$ cat src/itp_pkg.sv
// itp_pkg: shared types and constants of the infix to postfix converter
// character codes, operator codes, command kinds, stack sizing
// no dependencies
`default_nettype none

package itp_pkg;

  localparam int STACK_DEPTH = 32;
  localparam int PTR_W = $clog2(STACK_DEPTH);
  localparam int CNT_W = $clog2(STACK_DEPTH + 1);

  localparam int QUEUE_DEPTH = 4;
  localparam int QPTR_W = $clog2(QUEUE_DEPTH);
  localparam int QCNT_W = $clog2(QUEUE_DEPTH + 1);

  localparam logic [7:0] CHAR_OPEN  = 8'h28;
  localparam logic [7:0] CHAR_CLOSE = 8'h29;
  localparam logic [7:0] CHAR_MUL   = 8'h2A;
  localparam logic [7:0] CHAR_PLUS  = 8'h2B;
  localparam logic [7:0] CHAR_MINUS = 8'h2D;
  localparam logic [7:0] CHAR_DIV   = 8'h2F;
  localparam logic [7:0] CHAR_POW   = 8'h5E;

  typedef logic [2:0] op_code_t;
  localparam op_code_t OP_PAREN = 3'd0;
  localparam op_code_t OP_PLUS  = 3'd1;
  localparam op_code_t OP_MINUS = 3'd2;
  localparam op_code_t OP_MUL   = 3'd3;
  localparam op_code_t OP_DIV   = 3'd4;
  localparam op_code_t OP_POW   = 3'd5;

  typedef logic [2:0] kind_t;
  localparam kind_t KIND_IGNORE  = 3'd0;
  localparam kind_t KIND_OPERAND = 3'd1;
  localparam kind_t KIND_OPEN    = 3'd2;
  localparam kind_t KIND_OPER    = 3'd3;
  localparam kind_t KIND_CLOSE   = 3'd4;

  typedef logic [1:0] err_t;
  localparam err_t ERR_NONE      = 2'd0;
  localparam err_t ERR_OVERFLOW  = 2'd1;
  localparam err_t ERR_UNMATCHED = 2'd2;

  typedef struct packed {
    kind_t      kind;
    op_code_t   code;
    logic [7:0] ch;
    logic       last;
  } cmd_t;

  typedef struct packed {
    logic       last;
    logic       has;
    err_t       err;
    logic [7:0] ch;
  } res_t;

endpackage

`default_nettype wire

$ cat src/itp_front.sv
// itp_front: classifies each incoming character into a stack command
// depends on itp_pkg
`default_nettype none

module itp_front (
  input  wire logic          in_valid,
  input  wire logic [7:0]    in_char,
  input  wire logic          in_last,
  input  wire logic          q_full,
  output logic               in_ready,
  output logic               q_push,
  output itp_pkg::cmd_t      q_data
);
  import itp_pkg::*;

  logic is_alnum;

  always_comb begin
    is_alnum = (in_char inside {[8'h41:8'h5A], [8'h61:8'h7A], [8'h30:8'h39]});
    q_data.ch   = in_char;
    q_data.last = in_last;
    q_data.code = OP_PAREN;
    q_data.kind = KIND_IGNORE;
    if (is_alnum) begin
      q_data.kind = KIND_OPERAND;
    end else begin
      case (in_char)
        CHAR_OPEN:  q_data.kind = KIND_OPEN;
        CHAR_CLOSE: q_data.kind = KIND_CLOSE;
        CHAR_PLUS: begin
          q_data.kind = KIND_OPER;
          q_data.code = OP_PLUS;
        end
        CHAR_MINUS: begin
          q_data.kind = KIND_OPER;
          q_data.code = OP_MINUS;
        end
        CHAR_MUL: begin
          q_data.kind = KIND_OPER;
          q_data.code = OP_MUL;
        end
        CHAR_DIV: begin
          q_data.kind = KIND_OPER;
          q_data.code = OP_DIV;
        end
        CHAR_POW: begin
          q_data.kind = KIND_OPER;
          q_data.code = OP_POW;
        end
        default: q_data.kind = KIND_IGNORE;
      endcase
    end
  end

  assign in_ready = !q_full;
  assign q_push   = in_valid && !q_full;

endmodule

`default_nettype wire

$ cat src/itp_queue.sv
// itp_queue: short command queue between the classifier and the stack engine
// depends on itp_pkg
`default_nettype none

module itp_queue (
  input  wire logic          clk,
  input  wire logic          rst,
  input  wire logic          push,
  input  wire itp_pkg::cmd_t push_data,
  input  wire logic          pop,
  output itp_pkg::cmd_t      head,
  output logic               empty,
  output logic               full
);
  import itp_pkg::*;

  cmd_t              slots [QUEUE_DEPTH];
  logic [QPTR_W-1:0] wr_ptr;
  logic [QPTR_W-1:0] rd_ptr;
  logic [QCNT_W-1:0] fill;

  assign empty = (fill == '0);
  assign full  = (fill == QCNT_W'(QUEUE_DEPTH));
  assign head  = slots[rd_ptr];

  always_ff @(posedge clk) begin
    if (push) begin
      slots[wr_ptr] <= push_data;
    end
  end

  always_ff @(posedge clk) begin
    if (rst) begin
      wr_ptr <= '0;
      rd_ptr <= '0;
      fill   <= '0;
    end else begin
      if (push) begin
        wr_ptr <= (wr_ptr == QPTR_W'(QUEUE_DEPTH - 1)) ? '0 : wr_ptr + 1'b1;
      end
      if (pop) begin
        rd_ptr <= (rd_ptr == QPTR_W'(QUEUE_DEPTH - 1)) ? '0 : rd_ptr + 1'b1;
      end
      if (push && !pop) begin
        fill <= fill + 1'b1;
      end else if (pop && !push) begin
        fill <= fill - 1'b1;
      end
    end
  end

endmodule

`default_nettype wire

$ cat src/itp_back.sv
// itp_back: operator stack engine, pops and emits one entry per cycle
// while the output is not stalled; holds the output register; depends on itp_pkg
`default_nettype none

module itp_back (
  input  wire logic          clk,
  input  wire logic          rst,
  input  wire logic          q_empty,
  input  wire itp_pkg::cmd_t q_head,
  output logic               q_pop,
  output logic               out_valid,
  input  wire logic          out_ready,
  output itp_pkg::res_t      out_word
);
  import itp_pkg::*;

  localparam logic [2:0] S_IDLE  = 3'd0;
  localparam logic [2:0] S_EXEC  = 3'd1;
  localparam logic [2:0] S_FLUSH = 3'd2;
  localparam logic [2:0] S_FINAL = 3'd3;

  op_code_t stack_mem [STACK_DEPTH];

  logic [2:0]       state, state_next;
  cmd_t             cmd;
  logic [CNT_W-1:0] count, count_next;
  err_t             error_seen, error_seen_next;
  logic             pend_v, pend_v_next;
  logic [7:0]       pend_ch, pend_ch_next;

  logic             out_free, emit_ok, emit_req;
  logic [7:0]       emit_ch;
  logic             load_out;
  res_t             load_word;
  logic             push_en;
  op_code_t         push_code;
  logic             stack_wr;
  op_code_t         top;
  logic             nonempty, pop_cond;
  logic [2:0]       after;

  function automatic logic [7:0] op_char(input op_code_t c);
    case (c)
      OP_PAREN: op_char = CHAR_OPEN;
      OP_PLUS:  op_char = CHAR_PLUS;
      OP_MINUS: op_char = CHAR_MINUS;
      OP_MUL:   op_char = CHAR_MUL;
      OP_DIV:   op_char = CHAR_DIV;
      OP_POW:   op_char = CHAR_POW;
      default:  op_char = CHAR_OPEN;
    endcase
  endfunction

  function automatic logic [1:0] op_prec(input op_code_t c);
    case (c)
      OP_PLUS, OP_MINUS: op_prec = 2'd1;
      OP_MUL, OP_DIV:    op_prec = 2'd2;
      OP_POW:            op_prec = 2'd3;
      default:           op_prec = 2'd0;
    endcase
  endfunction

  assign top      = stack_mem[PTR_W'(count - 1'b1)];
  assign nonempty = (count != '0);
  assign pop_cond = nonempty && (top != OP_PAREN) &&
                    ((op_prec(top) > op_prec(cmd.code)) ||
                     ((op_prec(top) == op_prec(cmd.code)) && (top != OP_POW)));
  assign out_free = !out_valid || out_ready;
  assign emit_ok  = cmd.last ? (!pend_v || out_free) : out_free;
  assign after    = cmd.last ? S_FLUSH : S_IDLE;
  assign stack_wr = push_en && (count < CNT_W'(STACK_DEPTH));

  always_comb begin
    state_next      = state;
    count_next      = count;
    error_seen_next = error_seen;
    pend_v_next     = pend_v;
    pend_ch_next    = pend_ch;
    q_pop           = 1'b0;
    emit_req        = 1'b0;
    emit_ch         = cmd.ch;
    load_out        = 1'b0;
    load_word       = '{last: 1'b0, has: 1'b1, err: ERR_NONE, ch: pend_ch};
    push_en         = 1'b0;
    push_code       = cmd.code;

    case (state)
      S_IDLE: begin
        if (!q_empty) begin
          q_pop      = 1'b1;
          state_next = S_EXEC;
        end
      end
      S_EXEC: begin
        case (cmd.kind)
          KIND_OPERAND: begin
            emit_req = 1'b1;
            if (emit_ok) state_next = after;
          end
          KIND_OPEN: begin
            push_en    = 1'b1;
            push_code  = OP_PAREN;
            state_next = after;
          end
          KIND_OPER: begin
            if (pop_cond) begin
              emit_req = 1'b1;
              emit_ch  = op_char(top);
              if (emit_ok) count_next = count - 1'b1;
            end else begin
              push_en    = 1'b1;
              state_next = after;
            end
          end
          KIND_CLOSE: begin
            if (!nonempty) begin
              if (error_seen == ERR_NONE) error_seen_next = ERR_UNMATCHED;
              state_next = after;
            end else if (top == OP_PAREN) begin
              count_next = count - 1'b1;
              state_next = after;
            end else begin
              emit_req = 1'b1;
              emit_ch  = op_char(top);
              if (emit_ok) count_next = count - 1'b1;
            end
          end
          default: state_next = after;
        endcase
      end
      S_FLUSH: begin
        if (!nonempty) begin
          state_next = S_FINAL;
        end else if (top == OP_PAREN) begin
          count_next = count - 1'b1;
        end else begin
          emit_req = 1'b1;
          emit_ch  = op_char(top);
          if (emit_ok) count_next = count - 1'b1;
        end
      end
      S_FINAL: begin
        if (out_free) begin
          load_out        = 1'b1;
          load_word       = '{last: 1'b1, has: pend_v, err: error_seen,
                              ch: pend_v ? pend_ch : 8'h00};
          pend_v_next     = 1'b0;
          count_next      = '0;
          error_seen_next = ERR_NONE;
          state_next      = S_IDLE;
        end
      end
      default: state_next = S_IDLE;
    endcase

    if (push_en) begin
      if (count < CNT_W'(STACK_DEPTH)) begin
        count_next = count + 1'b1;
      end else if (error_seen == ERR_NONE) begin
        error_seen_next = ERR_OVERFLOW;
      end
    end

    // end-of-expression results are held back in the pending register to mark the last one
    if (emit_req && emit_ok) begin
      if (cmd.last) begin
        load_out     = pend_v;
        pend_v_next  = 1'b1;
        pend_ch_next = emit_ch;
      end else begin
        load_out  = 1'b1;
        load_word = '{last: 1'b0, has: 1'b1, err: ERR_NONE, ch: emit_ch};
      end
    end
  end

  always_ff @(posedge clk) begin
    if (stack_wr) begin
      stack_mem[PTR_W'(count)] <= push_code;
    end
    if (q_pop) begin
      cmd <= q_head;
    end
    if (load_out) begin
      out_word <= load_word;
    end
    pend_ch <= pend_ch_next;
  end

  always_ff @(posedge clk) begin
    if (rst) begin
      state      <= S_IDLE;
      count      <= '0;
      error_seen <= ERR_NONE;
      pend_v     <= 1'b0;
      out_valid  <= 1'b0;
    end else begin
      state      <= state_next;
      count      <= count_next;
      error_seen <= error_seen_next;
      pend_v     <= pend_v_next;
      if (load_out) begin
        out_valid <= 1'b1;
      end else if (out_ready) begin
        out_valid <= 1'b0;
      end
    end
  end

endmodule

`default_nettype wire

$ cat src/infix_to_postfix_converter.sv
// infix_to_postfix_converter: top level, classifier, command queue, stack engine
// depends on itp_pkg, itp_front, itp_queue, itp_back
// a character word is written into the queue on acceptance; the engine pops it into
// its command register when idle, and any result it gives is registered on the way out
// the engine takes a new word only once it is through with the last, popping stack
// entries as it goes; an end word also flushes the stack and closes out the expression
// reset clears the queue, stack count, error state and output valid
`default_nettype none

module infix_to_postfix_converter (
  input  wire logic        clk,
  input  wire logic        rst,
  input  wire logic        s_axis_tvalid,
  output logic             s_axis_tready,
  input  wire logic [7:0]  s_axis_tdata,   // [7:0] in_char
  input  wire logic        s_axis_tlast,   // end_of_expr
  output logic             m_axis_tvalid,
  input  wire logic        m_axis_tready,
  output logic [15:0]      m_axis_tdata,   // [7:0] out_char, [9:8] error_code, rest zero
  output logic             m_axis_tuser,   // has_char
  output logic             m_axis_tlast    // is_last
);
  import itp_pkg::*;

  cmd_t q_in, q_head;
  logic q_push, q_pop, q_empty, q_full;
  res_t res;

  itp_front u_front (
    .in_valid (s_axis_tvalid),
    .in_char  (s_axis_tdata),
    .in_last  (s_axis_tlast),
    .q_full   (q_full),
    .in_ready (s_axis_tready),
    .q_push   (q_push),
    .q_data   (q_in)
  );

  itp_queue u_queue (
    .clk       (clk),
    .rst       (rst),
    .push      (q_push),
    .push_data (q_in),
    .pop       (q_pop),
    .head      (q_head),
    .empty     (q_empty),
    .full      (q_full)
  );

  itp_back u_back (
    .clk       (clk),
    .rst       (rst),
    .q_empty   (q_empty),
    .q_head    (q_head),
    .q_pop     (q_pop),
    .out_valid (m_axis_tvalid),
    .out_ready (m_axis_tready),
    .out_word  (res)
  );

  assign m_axis_tdata = {6'b000000, res.err, res.ch};
  assign m_axis_tuser = res.has;
  assign m_axis_tlast = res.last;

endmodule

`default_nettype wire

$ cat config.mk
export PLATFORM = sky130hd
export DESIGN_NAME = infix_to_postfix_converter
export DESIGN_NICKNAME = d
export VERILOG_FILES = /design/src/itp_pkg.sv /design/src/itp_front.sv /design/src/itp_queue.sv /design/src/itp_back.sv /design/src/infix_to_postfix_converter.sv
export SDC_FILE = /design/constraint.sdc
export NUM_CORES = 1
export LEC_CHECK = 0
export ABC_AREA = 1
export BUFFER_PORTS_ARGS = -buffer_cell sky130_fd_sc_hd__buf_4
export CORE_ASPECT_RATIO = 0.9
export CORE_UTILIZATION = 33
export CTS_CLUSTER_SIZE = 10
export DETAILED_ROUTE_END_ITERATION = 6
export GPL_ROUTABILITY_DRIVEN = 1
export GPL_TIMING_DRIVEN = 0
export SYNTH_ARGS = -nofsm -noshare
export SYNTH_HDL_FRONTEND = slang
export SYNTH_SLANG_ARGS = --single-unit
$ cat constraint.sdc
create_clock -name clk -period 5.2 [get_ports clk]
set_input_delay 0.52 -clock clk [delete_from_list [all_inputs] [get_ports clk]]
set_output_delay 0.52 -clock clk [all_outputs]
set_load 0.005 [all_outputs]
==> results of run 1 <==
-- stage by stage --
stage                     cell area [µm²]  hold slack [ns]  utilization (%)
after global placement              10900            0.453             36.2
final                               12100            0.208             40.2
after detailed placement            11000            0.460             36.5
after CTS                           11800            0.191             39.2
after global routing                12100            0.196             40.2
after floorplan                     10200            0.437                -
-- worst register-to-register path: cells and delay by family, from the launching register on --
family,cells,cell delay (ns)
AO/OA/AOI/OAI,2,0.41
AND/OR/NAND/NOR,14,1.80
XOR/XNOR,1,0.23
buffers and inverters,8,1.34
adder cells (fa/ha/maj),2,0.42
flip-flops,1,0.35
-- repair_timing --
item / in CTS / in global routing
pin swaps: 0 / 0
setup endpoints to repair: 108 / 112
gates resized for setup: 18 / 73
setup buffers: 0 / 0
-- flip-flops by register name, summed over array words and instances (netlist names), 2 cells and up --
register,flops
u_queue.wr_ptr,2
u_back.pend_ch,8
u_back.count,6
u_queue.slots,60
u_back.out_word,12
u_back.state,2
u_back.stack_mem,96
u_queue.fill,3
u_back.error_seen,2
u_queue.rd_ptr,2
u_back.cmd,15
-- layout by cell type (no fill, tap or decap), drive strengths merged, types with 4 or more instances in the layout --
cell,instances
ha,17
o21ai,81
inv,123
conb,6
xor2,8
buf,59
nor2,119
dfxtp,19
edfxtp,191
o31ai,4
nand3,119
clkinv,4
clkbuf,61
o211ai,6
nand2,259
a21oi,33
nor3,7
o22ai,15
nand4,7
-- cell usage after synthesis, types with 2 or more instances --
| master | instances |
|---|---|
| nand2_1 | 247 |
| edfxtp_1 | 191 |
| inv_1 | 118 |
| nor2_1 | 117 |
| nand3_1 | 113 |
| o21ai_0 | 78 |
| a21oi_1 | 32 |
| buf_2 | 19 |
| dfxtp_1 | 19 |
| ha_1 | 17 |
| o22ai_1 | 15 |
| clkbuf_1 | 14 |
| nand2_2 | 11 |
| buf_4 | 9 |
| xor2_1 | 8 |
| nand4_1 | 7 |
| nor3_1 | 6 |
| o211ai_1 | 6 |
| o31ai_1 | 4 |
| inv_2 | 3 |
| nand3_2 | 3 |
| nand3_4 | 3 |
| o21ai_1 | 3 |
| a211oi_1 | 2 |
| a31oi_1 | 2 |
| a32oi_1 | 2 |
| buf_1 | 2 |
| buf_6 | 2 |
| nand3b_1 | 2 |
| o21bai_1 | 2 |
-- layout make-up --
type | count | area [µm²]
plain buffers | 47 | 287
fillers | 2987 | 18100
repair buffers | 29 | 265
well taps | 403 | 504
flip-flops and latches | 210 | 6120
clock inverters | 4 | 22.5
inverters | 123 | 472
clock buffers | 44 | 739
multi-input cells | 698 | 3720
-- worst paths after layout --
| path | end | slack [ns] | from |
|---|---|---|---|
| max | u_back.stack_mem[12][0] | 0.35 | u_back.count[0] |
| min | u_queue.slots[1][0] | 0.21 | s_axis_tlast |
| max reg2reg | u_back.stack_mem[12][0] | 0.35 | u_back.count[0] |
| min reg2reg | u_back.error_seen[0] | 0.47 | u_back.error_seen[0] |
-- cells by family (layout without fill, tap and decap cells) --
kind of cell | count (synthesis) | after routing | share of synthesized area (%)
buf+inv | 170 | 247 | 7.01
flops | 210 | 210 | 59.9
simple gates | 515 | 515 | 21.9
compound gates | 150 | 150 | 8.13
xor+xnor | 9 | 9 | 0.772
other cells | 1 | 6 | 0.0367
fa+ha+maj | 18 | 18 | 2.28
-- layer usage --
metal	wire (µm)	GRT usage, %	up-vias
met2	11600	26.0	232
met4	655	4.91	0
li1	-	-	3751
met3	1500	2.59	44
met1	12000	22.9	3696
met5	0	0	-
==> impl_metrics.env, run 1 <==
export IMPL_wirelength_mm=25.8
export IMPL_slowest_delay_ns=0.35
export IMPL_worst_path_buf_inv=8
export IMPL_gp_congestion=0.913
export IMPL_yosysSeqAreaShare_pct=59.9
export IMPL_drtAntennaViolNets=0
export IMPL_cts_tree="built"
export IMPL_hold_violations=0
export IMPL_numCtsBuffers=26
export IMPL_maxSlewViolCount=0
export IMPL_clockBufferDepth=3
export IMPL_drv_cap=0
export IMPL_syn_to_final_growth_pct=18.8
export IMPL_status="completed"
export IMPL_synth_edf_count=191
export IMPL_vias_per_cell=4.96
export IMPL_synth_area_leaders="edfxtp_1, nand2_1, nand3_1"
export IMPL_yosysWarnings=0
export IMPL_timing_final_crit_period_ns=4.85
export IMPL_dieArea_um2=31600
export IMPL_max_freq_mhz=206
export IMPL_final_setup_worst_slack_ns=0.346
export IMPL_min_path_type="primary input to flop"
export IMPL_drt_iter0_markers=643
export IMPL_synth_cell_area_um2=10200
export IMPL_synth_top_area_share_pct=56.2
export IMPL_die_width_um=187
export IMPL_synth_ff_type="edfxtp_1"
export IMPL_rsz0062_at_grt="false"
export IMPL_synth_cell_types=46
export IMPL_cpMostUsedCell="nand2_2"
export IMPL_avgSynthCellArea_um2=9.51
export IMPL_grt_pass1_vias=7447
export IMPL_core_um2=30200
export IMPL_hold_path_cell_count=1
export IMPL_clock_latency_ns=0.53
export IMPL_fin_setup_tns_ns=0
export IMPL_wl_per_cell_um=16.6
export IMPL_synth_seq_cells=210
export IMPL_critPathMaxFanout=11
export IMPL_vias=7723
export IMPL_grt_pass1_wl_mm=40.8
export IMPL_dp_cells=1510
export IMPL_dp_worst_setup_slack_ns=-0.464
export IMPL_critPathKind="flop to flop"
export IMPL_antenna_found_initial=0
export IMPL_cp_end_kind="flop"
export IMPL_dpl_hpwl_mm=17.4
export IMPL_clock_sinks=210
export IMPL_yosysTopAreaCell="edfxtp_1"
export IMPL_fp_dieH_um=169
export IMPL_layout_drive_gt1_share_pct=13.8
export IMPL_path_depth=27
export IMPL_grt_max_degree=24
export IMPL_cts_root_buf="clkbuf_16"
export IMPL_clock_skew_ns=0.0114
export IMPL_start_util_pct=33.8
export IMPL_port_buffers=26
export IMPL_drt_pass1_iter_count=7
export IMPL_final_cells=1558
export IMPL_nets=1166
export IMPL_setup_viol=0
export IMPL_worst_slew_pin_slew_ns=1.05
export IMPL_holdBufCountCts=0
export IMPL_critPathLaunchType="flop"
export IMPL_worstPathArrival_ns=5.08
export IMPL_final_period_utilization_pct=93.4
export IMPL_globalRoute_totalOverflow=0
export IMPL_postSynthCellCount=1073
export IMPL_gr_usage_all_layers_pct=16.3
export IMPL_rows=60
export IMPL_max_slew_margin_rel_pct=29.2
export IMPL_r2r_worst_path_cells=27
export IMPL_cp_top_family="simple AND/OR/NAND/NOR gates"
export IMPL_num_antenna_cells=0
export IMPL_crit_required_ns=5.43
export IMPL_num_io_pins=33
export IMPL_path_clk_slew_ns=0.06
export IMPL_crit_slowest_cell="dfxtp_1"
export IMPL_route_detailed_drc=0
export IMPL_cts_max_level=1
export IMPL_synthArstFlopShare_pct=0
Power of run 1 is left out: the tool's default activity adds up to more than one toggle a clock period on the data nets, which glitch-free logic cannot reach.
==> inputs of run 2 (changes only) <==
- ABC_AREA: 1 -> 0
==> run 2 against run 1 <==
- maximum frequency decreased by 3.5%
- critical endpoint is now u_back.stack_mem[12][2]
- synthesized cell count down 36%
- worst setup slack got worse by 0.17 ns
==> impl_metrics.env, run 2 <==
export IMPL_ff2ff_setup_slack_ns=0.17
export IMPL_path_clk_slew_ns=0.05
export IMPL_final_setup_worst_slack_ns=0.171
export IMPL_final_cells=1188
export IMPL_maxSlewViolCount=0
export IMPL_dieArea_um2=30100
export IMPL_min_path_type="primary input to flop"
export IMPL_fin_setup_tns_ns=0
export IMPL_vdd_drop_max_v=0.000358
export IMPL_largest_reg_flops=96
export IMPL_numCtsBuffers=25
export IMPL_p_leak_nw=3.88
export IMPL_fill_cells=2697
export IMPL_dp_cells=1120
export IMPL_dpl_hpwl_mm=14.3
export IMPL_avgSynthCellArea_um2=14.0
export IMPL_cts_tree="built"
export IMPL_vias_per_cell=5.21
export IMPL_num_antenna_cells=0
export IMPL_grt_max_degree=33
export IMPL_rr_endpoint="u_back.stack_mem[12][2]"
export IMPL_wl_per_cell_um=18.0
export IMPL_yosysSeqAreaShare_pct=62.9
export IMPL_synth_cell_area_um2=9720
export IMPL_synth_cell_types=74
export IMPL_port_buffers=26
export IMPL_critPathLaunchType="flop"
export IMPL_clock_latency_ns=0.51
export IMPL_synthArstFlopShare_pct=0
export IMPL_hold_violations=0
export IMPL_clock_skew_ns=0.0108
export IMPL_rows=59
export IMPL_crit_required_ns=5.39
export IMPL_rsz0062_at_grt="true"
export IMPL_dp_worst_setup_slack_ns=-1.49
export IMPL_synth_seq_cells=210
export IMPL_route_detailed_drc=0
export IMPL_nets=804
export IMPL_startpoint="u_back.count[0]"
export IMPL_max_freq_mhz=199
export IMPL_drv_cap=0
export IMPL_postSynthCellCount=692
export IMPL_max_slew_margin_rel_pct=27.9
export IMPL_worst_slew_pin_slew_ns=1.08
export IMPL_top_register="u_back.stack_mem"
export IMPL_synth_area_leaders="edfxtp_1, mux4_2, dfxtp_1"
export IMPL_syn_to_final_growth_pct=19.5
export IMPL_wirelength_mm=21.4
export IMPL_yosysWarnings=0
export IMPL_die_width_um=183
export IMPL_hold_path_startpoint="s_axis_tlast"
export IMPL_cp_end_kind="flop"
export IMPL_num_io_pins=33
export IMPL_synth_top_area_share_pct=59.0
export IMPL_worstPathArrival_ns=5.22
export IMPL_core_um2=28900
export IMPL_grt_pass1_wl_mm=34.1
export IMPL_grt_pass1_vias=5979
export IMPL_synth_ff_type="edfxtp_1"
export IMPL_synth_edf_count=191
export IMPL_clock_sinks=210
export IMPL_cts_root_buf="clkbuf_16"
export IMPL_cts_max_level=1
export IMPL_yosysMostFrequentCell="edfxtp_1"
export IMPL_placed_cell_area_um2=10400
export IMPL_globalRoute_totalOverflow=0
export IMPL_gp_congestion=0.919
export IMPL_yosys_top_cells_count="edfxtp_1, nor2_1, nand2_1, mux4_2, a21oi_1"
export IMPL_clockBufferDepth=3
export IMPL_fp_dieH_um=165
export IMPL_reg2reg_from="u_back.count[0]"
export IMPL_drt_pass1_iter_count=7
export IMPL_final_period_utilization_pct=96.7
export IMPL_top_regs="u_back.stack_mem x96, u_queue.slots x60, u_back.cmd x15"
export IMPL_final_area_um2=11600
export IMPL_gr_usage_all_layers_pct=14.5
export IMPL_status="completed"
export IMPL_critPathMaxFanout=10
export IMPL_start_util_pct=33.6
export IMPL_yosysTopAreaCell="edfxtp_1"
export IMPL_final_cell_mix="edfxtp_1, nor2_1, buf_4"
export IMPL_vias=6187
export IMPL_hold_path_endpoint="u_queue.slots[1][0]"
export IMPL_hold_path_cell_count=1
export IMPL_layout_commonest_cell="edfxtp_1"
export IMPL_layout_drive_gt1_share_pct=23.0
export IMPL_setup_viol=0
export IMPL_power_density_nw_per_um2=533
export IMPL_drtAntennaViolNets=0
export IMPL_r2r_worst_path_cells=22
export IMPL_antenna_found_initial=0
export IMPL_timing_final_crit_period_ns=5.03
export IMPL_critPathKind="flop to flop"
export IMPL_drt_iter0_markers=580
-- run 2: cells by family after synthesis --
| group | share of synthesized area (%) |
|---|---|
| xor gates and xnor gates | 0.799 |
| other | 0.0386 |
| adders and majority gates | 2.40 |
| and+or+nand+nor | 10.6 |
| buffers and inverters | 3.09 |
| DFF | 62.9 |
| AOI/OAI and AO/OA | 9.13 |
| muxes | 11.0 |
-- run 2: worst max-delay path by stage --
stage,end,slack [ns],cells past startpoint
global placement,u_back.stack_mem[2][0],-1.50,20
finish,u_back.stack_mem[12][2],0.17,22
global route,u_back.stack_mem[12][2],-0.02,22
CTS,u_back.out_word[1],0.06,22
detailed placement,u_back.stack_mem[2][1],-1.49,20
floorplan,u_back.out_word[0],0.05,21
-- run 2: layer usage --
layer  vias up  global-route usage (%)  routed length, µm
met5         -                       0                  0
met4         0                    3.14                439
met3        40                    2.43               1270
met2       198                    22.4               9550
met1      3100                    21.4              10200
li1       2849                       -                  -
-- run 2: power by group --
part | internal [mW] | switching, mW
Combinational | 0.944 | 1.42
Clock | 0.912 | 0.634
Sequential | 2.19 | 0.0920
Total | 4.05 | 2.14
-- run 2: critical path, stage by stage (launching register included) --
cell,delay (ns)
dfxtp_4,0.38
buf_12,0.11
buf_12,0.14
clkinvlp_4,0.12
ha_1,0.21
buf_4,0.19
xor2_4,0.19
buf_12,0.13
mux4_2,0.49
mux2_4,0.32
o2111ai_4,0.28
nand3_2,0.11
o21a_1,0.13
ha_1,0.30
nand2b_1,0.16
a21oi_2,0.23
nor2_1,0.06
nand2_1,0.15
o31a_1,0.25
buf_4,0.14
buf_6,0.15
nand2_4,0.16
nor3_4,0.28
-- run 2: through the flow --
stage | power (mW) | hold WS [ns] | utilization, %
finish | 6.19 | 0.213 | 40.1
global route | 6.52 | 0.196 | 40.1
CTS | 6.10 | 0.194 | 39.7
detailed placement | 4.34 | 0.461 | 36.1
global placement | 4.32 | 0.452 | 36.0
floorplan | 3.76 | 0.440 | -
-- run 2: repair_timing --
item	in CTS	in global routing
pin swaps	7	8
gates resized for setup	46	19
gates cloned	0	0
hold buffers	0	0
buffers inserted	16	6
setup endpoints to repair	144	129
-- run 2: cell type report --
cell class / instances / area (µm²) / area share, %
flip-flops and latches: 210 / 6120 / 52.7
multi-input cells: 428 / 3530 / 30.4
clock buffers: 43 / 703 / 6.06
well taps: 396 / 495 / 4.27
repair buffers: 49 / 384 / 3.31
plain buffers: 45 / 302 / 2.60
inverters: 14 / 56.3 / 0.485
clock inverters: 3 / 18.8 / 0.162
Note: power is estimated with default switching activity, not from simulation.
